===== src/sv/cds_pkg.sv =====
// Shared types, constants and calendar helpers for the date shift unit.
`default_nettype none

package cds_pkg;

  localparam int unsigned MONTHS       = 12;
  localparam int unsigned LEAP_CYCLE   = 400;
  localparam int unsigned CENTURY      = 100;
  localparam int unsigned FEB_LEAP_LEN = 29;
  localparam int unsigned FEBRUARY     = 2;

  localparam logic [4:0] MONTH_LEN_TAB [0:12] = '{
    5'd0, 5'd31, 5'd28, 5'd31, 5'd30, 5'd31, 5'd30,
    5'd31, 5'd31, 5'd30, 5'd31, 5'd30, 5'd31
  };

  typedef enum logic {
    OP_ADD,
    OP_SUB
  } unit_op_e;

  typedef struct packed {
    logic neg;
    logic zero;
    logic pos;
  } unit_flags_t;

  // Leap test from the two low year bits and the year modulo 400.
  function automatic logic is_leap(input logic [1:0] year_lo, input logic [8:0] rem400);
    logic century;
    century = (rem400 == 9'(CENTURY)) || (rem400 == 9'(2 * CENTURY)) ||
              (rem400 == 9'(3 * CENTURY));
    return ((year_lo == 2'b00) && !century) || (rem400 == 9'd0);
  endfunction

  // Days in a month; zero for a month code outside 1..12.
  function automatic logic [4:0] month_len(input logic [3:0] month, input logic leap);
    logic [4:0] len;
    if (month == 4'd0 || month > 4'(MONTHS)) begin
      len = 5'd0;
    end else if (month == 4'(FEBRUARY) && leap) begin
      len = 5'(FEB_LEAP_LEN);
    end else begin
      len = MONTH_LEN_TAB[month];
    end
    return len;
  endfunction

endpackage

`default_nettype wire


===== src/sv/cds_addsub.sv =====
// Shared add/subtract unit with sign and zero flags.
`default_nettype none

module cds_addsub #(
  parameter int unsigned AW = 18
) (
  input  logic signed [AW-1:0] a_i,
  input  logic signed [AW-1:0] b_i,
  input  cds_pkg::unit_op_e    op_i,
  output logic signed [AW-1:0] sum_o,
  output cds_pkg::unit_flags_t flags_o
);
  import cds_pkg::*;

  // Form the sum or difference
  always_comb begin
    case (op_i)
      OP_SUB:  sum_o = a_i - b_i;
      default: sum_o = a_i + b_i;
    endcase
  end

  // Classify the result
  assign flags_o.neg  = sum_o[AW-1];
  assign flags_o.zero = (sum_o == '0);
  assign flags_o.pos  = !sum_o[AW-1] && (sum_o != '0);

endmodule

`default_nettype wire


===== src/sv/calendar_date_shift_unit.sv =====
// Top level of the Gregorian date shift unit: sequencer, state and result registers.
`default_nettype none

// Adds a signed day offset to a Gregorian date, one request at a time. A request
// first reduces the year modulo 400 by repeated subtraction (skipped for a year
// beyond the limit), then checks the date and applies the offset, then steps one
// month per cycle until the day fits its month, and finally holds the result until
// it is taken. All of this runs through one shared add/subtract unit (an invalid
// date skips the month steps), and the next request is taken only after the result
// has been taken; in_ready_o is low meanwhile. An invalid start date returns zeros
// with input_valid_o low; a result beyond the year range saturates and raises
// out_of_range_o.
module calendar_date_shift_unit #(
  parameter int unsigned MAX_SHIFT  = 65535,
  parameter int unsigned YEAR_LIMIT = 9999
) (
  input  logic               clk_i,
  input  logic               rst_ni,
  input  logic               in_valid_i,
  output logic               in_ready_o,
  input  logic [13:0]        year_in_i,
  input  logic [3:0]         month_in_i,
  input  logic [4:0]         day_in_i,
  input  logic signed [16:0] day_offset_i,
  output logic               out_valid_o,
  input  logic               out_ready_i,
  output logic [13:0]        year_out_o,
  output logic [3:0]         month_out_o,
  output logic [4:0]         day_out_o,
  output logic               input_valid_o,
  output logic               out_of_range_o
);
  import cds_pkg::*;

  localparam int unsigned YW_MIN = $clog2(YEAR_LIMIT + 2);
  localparam int unsigned YW     = (YW_MIN > 14) ? YW_MIN : 14;
  localparam int unsigned DW     = $clog2(MAX_SHIFT + 64) + 1;
  localparam int unsigned AW     = (DW > YW + 1) ? DW : YW + 1;

  typedef enum logic [2:0] {
    ST_IDLE,
    ST_MOD,
    ST_CHECK,
    ST_STEP,
    ST_DONE
  } state_e;

  state_e               state_q;
  logic [YW-1:0]        year_q;
  logic [YW-1:0]        rem_q;
  logic [3:0]           month_q;
  logic signed [DW-1:0] day_q;
  logic [DW-1:0]        mag_q;
  logic                 neg_q;

  logic [13:0]          year_out_q;
  logic [3:0]           month_out_q;
  logic [4:0]           day_out_q;
  logic                 valid_out_q;
  logic                 range_out_q;

  logic [16:0]          mag_raw;
  logic [DW-1:0]        mag_sat;
  logic                 in_acc;

  logic [8:0]           rem400;
  logic                 leap_cur;
  logic [4:0]           len_cur;
  logic                 date_ok;

  logic [3:0]           month_fwd;
  logic [YW-1:0]        year_fwd;
  logic [8:0]           rem_fwd;
  logic                 wrap_fwd;
  logic [3:0]           month_bwd;
  logic [YW-1:0]        year_bwd;
  logic [8:0]           rem_bwd;
  logic                 wrap_bwd;
  logic [4:0]           len_bwd;

  logic signed [AW-1:0] op_a;
  logic signed [AW-1:0] op_b;
  unit_op_e             op_sel;
  logic signed [AW-1:0] sum;
  unit_flags_t          flags;

  assign in_acc     = in_valid_i && in_ready_o;
  assign in_ready_o = (state_q == ST_IDLE);

  // Take the offset magnitude and clamp it to the shift limit
  assign mag_raw = day_offset_i[16] ? (~day_offset_i + 17'd1) : day_offset_i;
  assign mag_sat = (32'(mag_raw) > 32'(MAX_SHIFT)) ? DW'(MAX_SHIFT) : DW'(mag_raw);

  // Month length and validity of the current date
  assign rem400   = rem_q[8:0];
  assign leap_cur = is_leap(year_q[1:0], rem400);
  assign len_cur  = month_len(month_q, leap_cur);
  assign date_ok  = (year_q <= YW'(YEAR_LIMIT)) && (month_q != 4'd0) &&
                    (month_q <= 4'(MONTHS)) && (day_q > 0) &&
                    (day_q <= DW'(len_cur));

  // Next and previous month, with year and modulo-400 wrap
  always_comb begin
    wrap_fwd  = (month_q == 4'(MONTHS));
    month_fwd = wrap_fwd ? 4'd1 : month_q + 4'd1;
    year_fwd  = wrap_fwd ? year_q + YW'(1) : year_q;
    rem_fwd   = rem400;
    if (wrap_fwd) begin
      rem_fwd = (rem400 == 9'(LEAP_CYCLE - 1)) ? 9'd0 : rem400 + 9'd1;
    end
    wrap_bwd  = (month_q <= 4'd1);
    month_bwd = wrap_bwd ? 4'(MONTHS) : month_q - 4'd1;
    year_bwd  = wrap_bwd ? year_q - YW'(1) : year_q;
    rem_bwd   = rem400;
    if (wrap_bwd) begin
      rem_bwd = (rem400 == 9'd0) ? 9'(LEAP_CYCLE - 1) : rem400 - 9'd1;
    end
    len_bwd   = month_len(month_bwd, is_leap(year_bwd[1:0], rem_bwd));
  end

  // Select operands for the shared unit
  always_comb begin
    op_a   = AW'(day_q);
    op_b   = AW'(len_cur);
    op_sel = OP_SUB;
    unique case (state_q)
      ST_MOD: begin
        op_a   = AW'(rem_q);
        op_b   = AW'(LEAP_CYCLE);
        op_sel = OP_SUB;
      end
      ST_CHECK: begin
        op_a   = AW'(day_q);
        op_b   = AW'(mag_q);
        op_sel = neg_q ? OP_SUB : OP_ADD;
      end
      ST_STEP: begin
        op_a   = AW'(day_q);
        op_b   = neg_q ? AW'(len_bwd) : AW'(len_cur);
        op_sel = neg_q ? OP_ADD : OP_SUB;
      end
      default: begin
        op_a   = AW'(day_q);
        op_b   = AW'(len_cur);
        op_sel = OP_SUB;
      end
    endcase
  end

  cds_addsub #(
    .AW(AW)
  ) u_addsub (
    .a_i    (op_a),
    .b_i    (op_b),
    .op_i   (op_sel),
    .sum_o  (sum),
    .flags_o(flags)
  );

  // Sequencer, working registers and result registers
  always_ff @(posedge clk_i or negedge rst_ni) begin
    if (!rst_ni) begin
      state_q     <= ST_IDLE;
      year_q      <= '0;
      rem_q       <= '0;
      month_q     <= '0;
      day_q       <= '0;
      mag_q       <= '0;
      neg_q       <= 1'b0;
      year_out_q  <= '0;
      month_out_q <= '0;
      day_out_q   <= '0;
      valid_out_q <= 1'b0;
      range_out_q <= 1'b0;
    end else begin
      unique case (state_q)
        ST_IDLE: begin
          if (in_acc) begin
            year_q  <= YW'(year_in_i);
            rem_q   <= YW'(year_in_i);
            month_q <= month_in_i;
            day_q   <= DW'(day_in_i);
            mag_q   <= mag_sat;
            neg_q   <= day_offset_i[16];
            state_q <= ST_MOD;
          end
        end
        ST_MOD: begin
          // Reduce the year modulo 400; skip for an out-of-range year
          if (year_q > YW'(YEAR_LIMIT)) begin
            state_q <= ST_CHECK;
          end else if (!flags.neg) begin
            rem_q <= sum[YW-1:0];
          end else begin
            state_q <= ST_CHECK;
          end
        end
        ST_CHECK: begin
          if (!date_ok) begin
            year_out_q  <= '0;
            month_out_q <= '0;
            day_out_q   <= '0;
            valid_out_q <= 1'b0;
            range_out_q <= 1'b0;
            state_q     <= ST_DONE;
          end else begin
            day_q   <= sum[DW-1:0];
            state_q <= ST_STEP;
          end
        end
        ST_STEP: begin
          valid_out_q <= 1'b1;
          if (!neg_q) begin
            // Forward: drop whole months while the day exceeds its month
            if (!flags.pos) begin
              year_out_q  <= year_q[13:0];
              month_out_q <= month_q;
              day_out_q   <= day_q[4:0];
              range_out_q <= 1'b0;
              state_q     <= ST_DONE;
            end else if (wrap_fwd && (year_fwd > YW'(YEAR_LIMIT))) begin
              year_out_q  <= 14'(YEAR_LIMIT);
              month_out_q <= 4'(MONTHS);
              day_out_q   <= 5'd31;
              range_out_q <= 1'b1;
              state_q     <= ST_DONE;
            end else begin
              day_q   <= sum[DW-1:0];
              month_q <= month_fwd;
              year_q  <= year_fwd;
              rem_q   <= YW'(rem_fwd);
            end
          end else begin
            // Backward: add back whole months while the day is not positive
            if (day_q > 0) begin
              year_out_q  <= year_q[13:0];
              month_out_q <= month_q;
              day_out_q   <= day_q[4:0];
              range_out_q <= 1'b0;
              state_q     <= ST_DONE;
            end else if (wrap_bwd && (year_q == '0)) begin
              year_out_q  <= '0;
              month_out_q <= 4'd1;
              day_out_q   <= 5'd1;
              range_out_q <= 1'b1;
              state_q     <= ST_DONE;
            end else begin
              day_q   <= sum[DW-1:0];
              month_q <= month_bwd;
              year_q  <= year_bwd;
              rem_q   <= YW'(rem_bwd);
            end
          end
        end
        ST_DONE: begin
          if (out_ready_i) begin
            state_q <= ST_IDLE;
          end
        end
        default: begin
          state_q <= ST_IDLE;
        end
      endcase
    end
  end

  assign out_valid_o    = (state_q == ST_DONE);
  assign year_out_o     = year_out_q;
  assign month_out_o    = month_out_q;
  assign day_out_o      = day_out_q;
  assign input_valid_o  = valid_out_q;
  assign out_of_range_o = range_out_q;

`ifndef NO_ASSERTIONS
  a_busy_while_holding : assert property (@(posedge clk_i) disable iff (!rst_ni)
    out_valid_o |-> !in_ready_o)
    else $error("input taken while a result is pending");

  a_one_result : assert property (@(posedge clk_i) disable iff (!rst_ni)
    (out_valid_o && out_ready_i) |=> !out_valid_o)
    else $error("result repeated after delivery");

  a_invalid_zero : assert property (@(posedge clk_i) disable iff (!rst_ni)
    (out_valid_o && !input_valid_o) |-> (month_out_o == 4'd0 && day_out_o == 5'd0 &&
                                         !out_of_range_o))
    else $error("invalid date result not cleared");

  a_month_legal : assert property (@(posedge clk_i) disable iff (!rst_ni)
    (out_valid_o && input_valid_o) |-> (month_out_o != 4'd0 && month_out_o <= 4'(MONTHS) &&
                                        day_out_o != 5'd0))
    else $error("valid result with illegal month or day");
`endif

endmodule

`default_nettype wire

===== config.mk =====
export PLATFORM = sky130hd
export DESIGN_NAME = calendar_date_shift_unit
export DESIGN_NICKNAME = d
export VERILOG_FILES = /design/src/sv/cds_pkg.sv /design/src/sv/cds_addsub.sv /design/src/sv/calendar_date_shift_unit.sv
export SDC_FILE = /design/constraint.sdc
export NUM_CORES = 1
export LEC_CHECK = 0
export BUFFER_PORTS_ARGS = -buffer_cell sky130_fd_sc_hd__buf_2
export CAP_MARGIN = 20
export CORE_UTILIZATION = 47
export DETAILED_ROUTE_END_ITERATION = 6
export GPL_TIMING_DRIVEN = 0
export MAX_ROUTING_LAYER = met4
export PLACE_DENSITY = 0.76
export SYNTH_ARGS = -nofsm -noshare
export SYNTH_HDL_FRONTEND = slang
export SYNTH_SLANG_ARGS = --single-unit

===== constraint.sdc =====
create_clock -name clk_i -period 7.42 [get_ports clk_i]
set_input_delay 0.742 -clock clk_i [delete_from_list [all_inputs] [get_ports clk_i]]
set_output_delay 0.742 -clock clk_i [all_outputs]
set_load 0.005 [all_outputs]

## Yosys cells after proc, flatten, opt, wreduce, memory -nomap -nowiden

Memories as Yosys holds them, arrays and structs flattened.
Index checks and enable logic that the tools add are counted.

| word-level totals | value |
|---|---|
| register bits after elaboration | 97 |
| ROM bits | 160 |
| bits in latches | 0 |
| word-level logic and storage cells | 210 |
| bits in writable memories | 0 |
| memories kept | 2 |

Memory list:

| memory | words | width | read ports | clocked after memory_dff | wr ports | RTL line | RTL |
|---|---|---|---|---|---|---|---|
| (name not given) | 16 | 5 | 1 | 0 | 0 | cds_pkg.sv:44 | `len = MONTH_LEN_TAB[month];` |
| (name not given) | 16 | 5 | 1 | 0 | 0 | cds_pkg.sv:44 |  |

| operators by class | value |
|---|---|
| mux-type cells | 95 |
| shifts and indexed selects | 0 |
| eq/ne operators | 29 |
| bitwise logic cells | 3 |
| div/mod/pow operators | 0 |
| $add $sub $neg | 9 |
| multipliers | 0 |
| magnitude comparators | 12 |
| reduce and logical (&&, ||, !) cells | 46 |

Operator list:

| cell | count |
|---|---|
| $mux W14 | 21 |
| $mux W18 | 9 |
| $pmux W18 S3 | 2 |
| $mux W5 | 15 |
| $mux W4 | 14 |
| $pmux W14 S2 | 2 |
| $pmux W14 S3 | 1 |
| $mux W9 | 4 |
| $mux W17 | 2 |
| $mux W3 | 10 |
| $gt A14 B14 Y1 const B | 2 |
| $eq A9 B9 Y1 const B | 3 |
| $ne A3 B3 Y1 const B | 7 |
| $add A18 B18 Y18 | 1 |
| $eq A9 B7 Y1 const B | 2 |
| $eq A9 B8 Y1 const B | 2 |
| $gt A18 B1 Y1 const B | 1 |
| $le A18 B5 Y1 | 1 |
| $logic_not A9 Y1 | 2 |
| $reduce_bool A18 Y1 | 1 |
| $sub A18 B18 Y18 | 1 |
| $add A17 B1 Y17 const B | 1 |
| $gt A17 B16 Y1 const B | 1 |
| $not A17 Y17 | 1 |
| other kinds (42) | 88 |

## Longest topological paths before layout

Gate-level depths: netlist of the first run.

| logic depth | value |
|---|---|
| word-level depth | 21 |
| mapped depth | 33 |
| mapped depth without buffers | 29 |

## Cells and area by module

Synthesis of the first run repeated with hierarchy kept, for this count alone.

| second synthesis, totals | value |
|---|---|
| cells, all modules | 1131 |
| area total of the unflattened synthesis | 8664.6 µm² |

By module, submodules not included:

| module | area each (µm²) | seq. area each (µm²) | times used | cells each |
|---|---|---|---|---|
| calendar_date_shift_unit | 7043.0 | 2402.3 | 1 | 904 |
| cds_addsub | 1621.6 | 0.0 | 1 | 227 |

## Worst setup path before layout of the first run

OpenSTA, ideal clock, no wires.

| path | value |
|---|---|
| path type | register to register |
| start point | reg month_q[0] |
| end point | reg day_q[1] |
| cell stages (with the launch flop) | 33 |
| path buffers | 4 |
| path slack | 0.460 ns |
| setup time | 0.125 ns |
| data arrival time | 6.836 ns |
| data required time | 7.295 ns |
| path through | dfrtp_1 > clkbuf_1 > inv_1 > ha_1 > o21ai_0 > clkbuf_1 > nor2_1 > nand3_1 > o21ai_0 > and3_1 > a21oi_1 > nor3_1 > o31ai_1 > o21bai_1 > ha_1 > and4_1 > nand3_1 > a21oi_1 > a21o_1 > a21o_1 > ha_1 > a211o_1 > a21o_2 > a21o_1 > a21oi_2 > xnor2_1 > or4_1 > or4_1 > buf_2 > a31oi_2 > a211o_1 > buf_4 > mux2_2 |

| on the way | value |
|---|---|
| longest elaborated chain between the ends | 19 |

RTL lines:

| item | RTL line | RTL |
|---|---|---|
| start: declaration | calendar_date_shift_unit.sv:51 | `logic [3:0] month_q;` |
| start signal: assignment | calendar_date_shift_unit.sv:181 | `month_q <= month_in_i;` |
| start signal: assignment | calendar_date_shift_unit.sv:229 | `month_q <= month_fwd;` |
| start signal: assignment | calendar_date_shift_unit.sv:249 | `month_q <= month_bwd;` |
| parallel branches: the longest is 19 deep, another holds $add A18 B18 Y18 | -- |  |
| end signal: assignment | calendar_date_shift_unit.sv:182 | `day_q <= DW'(day_in_i);` |
| end signal: assignment | calendar_date_shift_unit.sv:207 | `day_q <= sum[DW-1:0];` |
| end signal: assignment | calendar_date_shift_unit.sv:228 | `day_q <= sum[DW-1:0];` |
| end: declaration | calendar_date_shift_unit.sv:52 | `logic signed [DW-1:0] day_q;` |

Parallel ways; which one is timed is not known. The select of a mux whose other input is x is not followed.
A chain may end at the register's enable or synchronous reset.

## Worst setup path after layout of the first run

| path | value |
|---|---|
| start point | reg month_q[0] |
| end point | reg year_out_q[5] (netlist: year_out_o[5]) |

| on the way | value |
|---|---|
| longest elaborated chain between the ends | 20 |

RTL lines:

| item | RTL line | RTL |
|---|---|---|
| parallel branches: the longest is 20 deep, another holds $add A18 B18 Y18 | -- |  |
| end signal: assignment | calendar_date_shift_unit.sv:216 | `year_out_q <= year_q[13:0];` |
| end signal: assignment | calendar_date_shift_unit.sv:222 | `year_out_q <= 14'(YEAR_LIMIT);` |
| end signal: assignment | calendar_date_shift_unit.sv:236 | `year_out_q <= year_q[13:0];` |
| end: declaration | calendar_date_shift_unit.sv:56 | `logic [13:0] year_out_q;` |

Parallel ways; which one is timed is not known. The select of a mux whose other input is x is not followed.

==> results of run 1 <==
==> critical path, delay by kind of cell, from the launching register on <==
kind | cells | cell delay (ns)
AO/OA/AOI/OAI | 13 | 2.47
AND/OR/NAND/NOR | 7 | 2.17
buffers and inverters | 6 | 1.04
adder cells (fa/ha/maj) | 3 | 0.72
flip-flops | 1 | 0.47
XOR/XNOR | 1 | 0.13
==> metal layers <==
metal / vias up / global-route usage [%] / share of wire (%)
met5: - / - / 0
met4: 0 / 15.8 / 4.7
met3: 95 / 5.09 / 8.5
met2: 504 / 49.8 / 45
met1: 4384 / 42.0 / 41
li1: 4247 / - / -
==> logic make-up (layout without fill, tap and decap cells) <==
kind of cell / count (synthesis) / after routing / share of synthesized area [%]
compound gates: 355 / 355 / 28.0
fa+ha+maj: 37 / 37 / 5.41
simple gates: 395 / 395 / 21.7
mux: 39 / 39 / 4.71
xor+xnor: 60 / 60 / 6.20
buf+inv: 136 / 233 / 6.42
flops: 96 / 96 / 27.6
==> worst max path at each step <==
stage / startpoint / to / slack, ns
4_1_cts: month_q[0] / year_out_o[5] / 0.03
6_report: month_q[0] / year_out_o[5] / 0.23
5_1_grt: rem_q[1] / day_out_o[3] / -0.08
3_3_place_gp: month_q[0] / month_out_o[1] / -1.59
3_5_place_dp: month_q[0] / month_out_o[1] / -1.58
2_1_floorplan: month_q[0] / day_q[1] / 0.46
==> repair_timing <==
item,4_1_cts,5_1_grt
endpoints found under the setup margin,77,77
resized for setup,31,35
buffers inserted,8,4
pin swaps,4,6
==> cell type report <==
cell class	count	area, um2	share of cell area [%]
multi-input cells	886	5930	59.1
clock inverters	7	135	1.35
flip-flops and latches	96	2400	24.0
well taps	229	287	2.86
repair buffers	82	469	4.68
plain buffers	74	349	3.48
inverters	61	235	2.35
clock buffers	9	225	2.25
==> metrics by stage <==
step | cells | utilization [%]
CTS | 1441 | 54.9
floorplan | 1118 | -
global route | 1444 | 55.7
finish | 1444 | 55.7
detailed placement | 1417 | 51.9
global placement | 1416 | 51.7
==> flip-flops by register name, indices dropped and copies added (netlist names) <==
register and cells:
day_out_o 5, input_valid_o 1, month_out_o 4, out_of_range_o 1, day_q 18, year_q 14, month_q 4, mag_q 17
state_q 3, year_out_o 14, rem_q 14, neg_q 1
==> cell usage after synthesis, drive strengths merged (4+ instances only) <==
cell / instances
o22ai: 13
nand2b: 13
nor3: 36
or2: 5
xnor2: 33
a22o: 10
xor2: 26
o2bb2ai: 20
clkbuf: 55
nand4: 8
a21o: 18
a31oi: 14
nor2b: 17
o21bai: 6
o211ai: 14
nand3b: 4
a22oi: 8
o32ai: 6
a21oi: 73
dfrtp: 96
mux2i: 24
or4: 6
o21ai: 89
a221oi: 7
and2: 15
inv: 60
and3: 10
o21a: 7
or3: 4
a211oi: 7
a2111oi: 4
o31ai: 9
nand3: 26
nor2: 90
nand2: 133
ha: 36
a211o: 9
nor4: 17
o311ai: 5
mux2: 15
o221ai: 12
buf: 20
==> flow_summary.yaml, run 1 <==
synth:
  netlist.area_leader.share_pct: 27.6
  ys_seq_area_share_pct: 27.6
  synth_warnings: 0
  synth_top_cell_by_area: "dfrtp_1"
  synth_nets: 1199
  syn_inst: 1118
  yosys-top-cells-area: "dfrtp_1 (28%), nand2_1 (5.7%), ha_1 (5.2%)"
  synthFlopType: "dfrtp_1"
  synth_edf_count: 0
  async_flop_share_pct: 100
  synth_cell_types: 85
  syn_avg_cell_area_um2: 7.78
  ys_ff_latch: 96
  syn_area_um2: 8700
grt:
  grt_antenna_before_repair: 0
  grt_pass1_vias: 8506
  grt.total_usage_pct: 32.6
  grt_max_degree: 63
  grt_pass1_wl_um: 47600
  gr-total-overflow: 0
final_layout:
  fill_cells: 1720
  areaGrowthSynthToFinish_pct: 15.4
  drive_above_1_share_pct: 16.2
  antennaDiodeCount: 0
  fin_nets: 1291
  layout_common_cells: "nand2_1 (132), dfrtp_1 (94), nor2_1 (87), o21ai_0 (81), buf_2 (76)"
  final_cell_area_um2: 10000
  final_common_cell: "nand2_1"
run_status:
  run_status: "completed"
worst_setup_path:
  slowest_delay_ns: 0.54
  r2r-end: "year_out_o[5]"
  cpMostUsedCell: "a21o_1"
  reg2reg_depth: 30
  r2r_start: "month_q[0]"
  path_class: "register to register"
  path_max_fanout: 10
  cp.required_ns: 7.65
  startpoint_type: "register"
  end_kind: "register"
  reg2reg_slack_ns: 0.23
  cp_slowest_cell: "or4_1"
  arrival_ns: 7.41
clock_network:
  cts_tree: "yes"
  h-tree-depth: 3
  cts_hold_buf: 0
  clk_pin_slew_ns: 0.08
  cts_buffer_depth: 2
  clkLatencyLatePin_ns: 0.38
  cts.sinks: 96
  clockRootBuffer: "clkbuf_16"
  tritoncts.num_buffers: 9
detailed_routing:
  vias: 9230
  routed_wl_um: 30400
  drc: 0
  antenna_left: 0
  avgViaCountPerCell: 6.39
  routedWlPerCell_um: 21.0
  firstDrtPassIters: 7
  drt_iter0_markers: 922
placement:
  place.port_buffers: 69
  place.gp.congestion: 0.990
  detailedPlace.worstSlack_ns: -1.58
  place_area_um2: 9360
  dp_hpwl_um: 22900
min_path:
  hp-class: "input pin to asynchronous set/reset pin"
timing:
  worst_pin_slew_ns: 0.965
  post-route-min-period_ns: 7.19
  worst_slack_ns: 0.235
  min_period_over_period_pct: 96.8
  fin_hold_ws_ns: 0.309
  hold_viol_final: 0
  maxSlewViolCount: 0
  slew_headroom_pct: 35.4
  fin_tns_setup_ns: 0
  setup_viol: 0
  fmax_mhz: 139
  finClkSkew_ns: 0.0162
run:
  maxCapViolCount: 0
floorplanning:
  ios: 71
  die_w_um: 138
  dieArea_um2: 19000
  start_util_pct: 48.2
  placementRows: 49
  core_area_um2: 18000
  die_y_um: 138
Power of run 1 is not shown: default switching activity piles up to over one toggle a cycle in this logic, so the estimate is an artifact.
==> run 2, diff against run 1 <==
Settings changed: CORE_UTILIZATION 47 to 53, PLACE_DENSITY 0.76 to 0.83, REMOVE_ABC_BUFFERS set to 1, SLEW_MARGIN set to 20.
==> run 2 against run 1 <==
  * Via count down 5.0%
  * Clock skew down 0.0085 ns
  * Hold slack worse by 0.016 ns
  * Critical path type unchanged
  * Critical endpoint is now year_out_o[4]
==> flow_summary.yaml, run 2 (same netlist as run 1, synthesis figures left out) <==
worst_setup_path:
  slowest_delay_ns: 0.95
  arrival_ns: 7.37
  end_kind: "register"
  path_class: "register to register"
  cp_slowest_cell: "a311oi_1"
  path_max_fanout: 18
  path_cells: "nand2b_1, mux2i_1, o21ai_1, a311oi_1, a211oi_1, nand4_1, nor3_1, a211o_1, o22a_1, ha_1, o21ai_0, nor3_2, a21o_1, a21oi_2, xnor2_1, or4_1, or4_4, and2_4, a2111oi_4, buf_4, buf_6, o32ai_1"
  cpLargestDelayFamily: "compound AO/OA/AOI/OAI gates"
  startpoint_type: "register"
  crit_buf_inv: 2
  cp.required_ns: 7.63
clock_network:
  cts_hold_buf: 0
  cts.sinks: 96
  clockRootBuffer: "clkbuf_16"
  h-tree-depth: 3
  cts_tree: "yes"
  clk_pin_slew_ns: 0.07
  tritoncts.num_buffers: 9
  clkLatencyLatePin_ns: 0.36
  cts_buffer_depth: 2
grt:
  grt_pass1_vias: 7955
  gr-total-overflow: 0
  grt.total_usage_pct: 32.7
  grt_antenna_before_repair: 0
  grt_pass1_wl_um: 41400
  grt_max_degree: 51
floorplanning:
  start_util_pct: 54.5
  ios: 71
  core_area_um2: 15900
  placementRows: 46
  die_y_um: 130
  die_w_um: 130
  dieArea_um2: 16900
timing:
  hold_viol_final: 0
  worst_slack_ns: 0.259
  fmax_mhz: 140
  maxSlewViolCount: 0
  worst_pin_slew_ns: 1.09
  post-route-min-period_ns: 7.16
  finClkSkew_ns: 0.00764
  fin_tns_setup_ns: 0
  setup_viol: 0
  slew_headroom_pct: 26.6
  min_period_over_period_pct: 96.5
detailed_routing:
  drc: 0
  routedWlPerCell_um: 19.5
  firstDrtPassIters: 7
  avgViaCountPerCell: 6.42
  wl_met1_um: 11100
  vias: 8770
  antenna_left: 0
  top_layer: "met4"
  routed_wl_um: 26600
  wl_met3_um: 2250
  wl_met2_um: 12500
  drt_iter0_markers: 1117
final_layout:
  largest_reg_flops: 18
  reg.largest.list: "day_q (18), mag_q (17)"
  drive_above_1_share_pct: 15.6
  areaGrowthSynthToFinish_pct: 10.4
  final_cell_area_um2: 9600
  antennaDiodeCount: 0
  fin_nets: 1225
  fin_util_pct: 60.2
  largest-register: "day_q"
  layout_common_cells: "nand2_1 (132), dfrtp_1 (90), nor2_1 (85), o21ai_0 (84), a21oi_1 (70)"
  final_common_cell: "nand2_1"
placement:
  detailedPlace.worstSlack_ns: -1.01
  dp_hpwl_um: 19300
  place.gp.congestion: 0.989
  place_area_um2: 9070
  place.port_buffers: 70
run:
  maxCapViolCount: 0
min_path:
  hp-class: "input pin to asynchronous set/reset pin"
run_status:
  run_status: "completed"
run 2: routing by layer:
metal | vias up | global-route usage [%]
met5 | - | -
met4 | 0 | 13.1
met3 | 75 | 5.21
met2 | 450 | 51.6
met1 | 4129 | 41.8
li1 | 4116 | -
run 2: layout make-up:
cell class	instances	area (um2)
timing repair buffer	90	557
multi-input combinational	886	5840
inverter	61	230
sequential	96	2410
tap	216	270
fill	1460	6340
clock inverter	6	51.3
clock buffer	10	239
run 2: final timing paths:
kind,from,to,slack [ns],cells after the start
setup / recovery,rem_q[8],year_out_o[4],0.26,22
hold / removal,rst_ni,month_out_o[0],0.29,1
setup reg to reg,rem_q[8],year_out_o[4],0.26,22
hold reg to reg,day_out_o[2],day_out_o[2],0.51,2
max in group asynchronous,rst_ni,neg_q,6.48,2
min in group clk_i,day_out_o[2],day_out_o[2],0.51,2
run 2: repair_timing:
item / CTS / global route
setup buffers: 5 / 8
endpoints found under the setup margin: 77 / 73
pin swaps: 2 / 3
hold endpoints to repair: 0 / 0
resized for setup: 17 / 17
run 2: through the flow:
stage | cells | hold slack (ns)
global route | 1365 | 0.331
global placement | 1329 | 0.492
finish | 1365 | 0.293
floorplan | 1043 | 0.446
detailed placement | 1334 | 0.499
CTS | 1355 | 0.312
run 2: worst register-to-register path: stages, from the launching register on:
cell,delay (ns)
dfrtp_1,0.73
nand2b_1,0.20
mux2i_1,0.29
o21ai_1,0.16
a311oi_1,0.95
a211oi_1,0.26
nand4_1,0.35
nor3_1,0.10
a211o_1,0.28
o22a_1,0.22
ha_1,0.33
o21ai_0,0.19
nor3_2,0.33
a21o_1,0.18
a21oi_2,0.06
xnor2_1,0.19
or4_1,0.55
or4_4,0.59
and2_4,0.25
a2111oi_4,0.34
buf_4,0.20
buf_6,0.17
o32ai_1,0.10
Power of run 2 is left out for the same reason.
==> run 3, diff against run 2 <==
Settings changed: CTS_BUF_LIST set to sky130_fd_sc_hd__clkbuf_16.
==> run 3 against run 2 <==
  * Via count decreased by 0.16%
  * Register-to-register slack about the same
  * Count of clock-buffer cells in the layout decreased by 1
  * Die area unchanged
  * Clock skew increased by 0.0017 ns
  * Hold slack about the same
  * Flip-flop and latch count unchanged
  * Global-route usage about the same
  * Cell count unchanged
  * Critical path depth unchanged
  * Sequential share of layout area about the same
  * Critical path type unchanged
  * Highest routed layer unchanged
==> flow_summary.yaml, run 3 (same netlist as run 1, synthesis figures left out) <==
run_status:
  run_status: "completed"
placement:
  detailedPlace.worstSlack_ns: -1.01
  dp_hpwl_um: 19300
  place.port_buffers: 70
  place.gp.congestion: 0.989
  place_inst: 1334
worst_setup_path:
  cp_slowest_cell: "a311oi_1"
  reg2reg_depth: 22
  end_kind: "register"
  cp-endpoint: "year_out_o[4]"
  path_class: "register to register"
  startpoint: "rem_q[8]"
  slowest_delay_ns: 0.95
  startpoint_type: "register"
  path_max_fanout: 18
  reg2reg_slack_ns: 0.25
  r2r_start: "rem_q[8]"
  r2r-end: "year_out_o[4]"
  path_cells: "nand2b_1, mux2i_1, o21ai_1, a311oi_1, a211oi_1, nand4_1, nor3_1, a211o_1, o22a_1, ha_1, o21ai_0, nor3_2, a21o_1, a21oi_2, xnor2_1, or4_1, or4_4, and2_4, a2111oi_4, buf_4, buf_6, o32ai_1"
  arrival_ns: 7.38
  cp.required_ns: 7.63
clock_network:
  cts_tree: "yes"
  h-tree-depth: 3
  clkLatencyLatePin_ns: 0.36
  clockRootBuffer: "clkbuf_16"
  cts_buffer_depth: 2
  clk_pin_slew_ns: 0.07
  cts_hold_buf: 0
  tritoncts.num_buffers: 9
  cts.sinks: 96
min_path:
  hp-class: "input pin to asynchronous set/reset pin"
floorplanning:
  die_y_um: 130
  placementRows: 46
  die_w_um: 130
  dieArea_um2: 16900
  ios: 71
  start_util_pct: 54.5
  core_area_um2: 15900
timing:
  post-route-min-period_ns: 7.17
  finClkSkew_ns: 0.00938
  worst_pin_slew_ns: 1.10
  min_period_over_period_pct: 96.7
  fin_tns_setup_ns: 0
  fmax_mhz: 139
  setup_viol: 0
  slew_headroom_pct: 26.3
  worst_slack_ns: 0.246
  hold_viol_final: 0
  maxSlewViolCount: 0
detailed_routing:
  antenna_left: 0
  avgViaCountPerCell: 6.41
  routedWlPerCell_um: 19.5
  drc: 0
  routed_wl_um: 26700
  firstDrtPassIters: 5
  drt_iter0_markers: 1057
  vias: 8756
grt:
  grt_max_degree: 51
  gr-total-overflow: 0
  grt.total_usage_pct: 32.7
  grt_antenna_before_repair: 0
  grt_pass1_wl_um: 41400
  grt_pass1_vias: 7957
final_layout:
  reg.largest.list: "day_q (18), mag_q (17)"
  areaGrowthSynthToFinish_pct: 10.3
  fin_nets: 1225
  largest-register: "day_q"
  antennaDiodeCount: 0
  layout_common_cells: "nand2_1 (132), dfrtp_1 (91), nor2_1 (85), o21ai_0 (84), a21oi_1 (70)"
  drive_above_1_share_pct: 15.4
  largest_reg_flops: 18
  fin_cells: 1365
  final_common_cell: "nand2_1"
run:
  maxCapViolCount: 0
run 3: worst max-delay path, delay by kind of cell (launching register included):
family	cells	cell delay (ns)
AO/OA/AOI/OAI	10	2.75
AND/OR/NAND/NOR	7	2.37
flip-flops	1	0.74
buffers and inverters	2	0.36
adder cells (fa/ha/maj)	1	0.33
multiplexers	1	0.29
XOR/XNOR	1	0.19
run 3: stage by stage:
| step | hold slack [ns] | utilization [%] | cell area [um2] |
|---|---|---|---|
| 3_3_place_gp | 0.492 | 56.4 | 8990 |
| 5_1_grt | 0.333 | 60.2 | 9590 |
| 3_5_place_dp | 0.499 | 56.9 | 9070 |
| 2_1_floorplan | 0.446 | - | 8370 |
| 4_1_cts | 0.314 | 59.3 | 9450 |
| 6_report | 0.293 | 60.2 | 9590 |
run 3: timing repair:
action / in CTS / in global routing
gates resized for setup: 17 / 16
setup endpoints to repair: 77 / 73
pin swaps: 2 / 3
cloned: 0 / 0
buffers inserted: 5 / 8
run 3: area by class of cell:
type	instances	area, um2
clock buffer	9	225
clock inverter	7	55.1
fill	1464	6350
inverter	61	230
multi-input combinational	886	5840
sequential	96	2410
tap	216	270
timing repair buffer	90	557
run 3: per-layer routing:
metal | vias to the layer above | global-route usage, % | wire (um) | share of wire [%]
li1 | 4120 | - | - | -
met1 | 4074 | 41.9 | 10900 | 41
met2 | 498 | 51.6 | 12500 | 47
met3 | 64 | 5.21 | 2530 | 9.5
met4 | 0 | 13.0 | 742 | 2.8
met5 | - | - | 0 | 0
run 3: worst min-delay path by stage:
stage                             start             end  depth (start not counted)
final                            rst_ni  month_out_o[3]                          1
after global routing             rst_ni  month_out_o[3]                          1
after CTS                        rst_ni  month_out_o[3]                          1
after detailed placement   day_out_o[2]    day_out_o[2]                          2
after global placement    year_out_o[4]   year_out_o[4]                          2
after floorplan                  rst_ni    day_out_o[0]                          0
Power of run 3 is left out for the same reason.
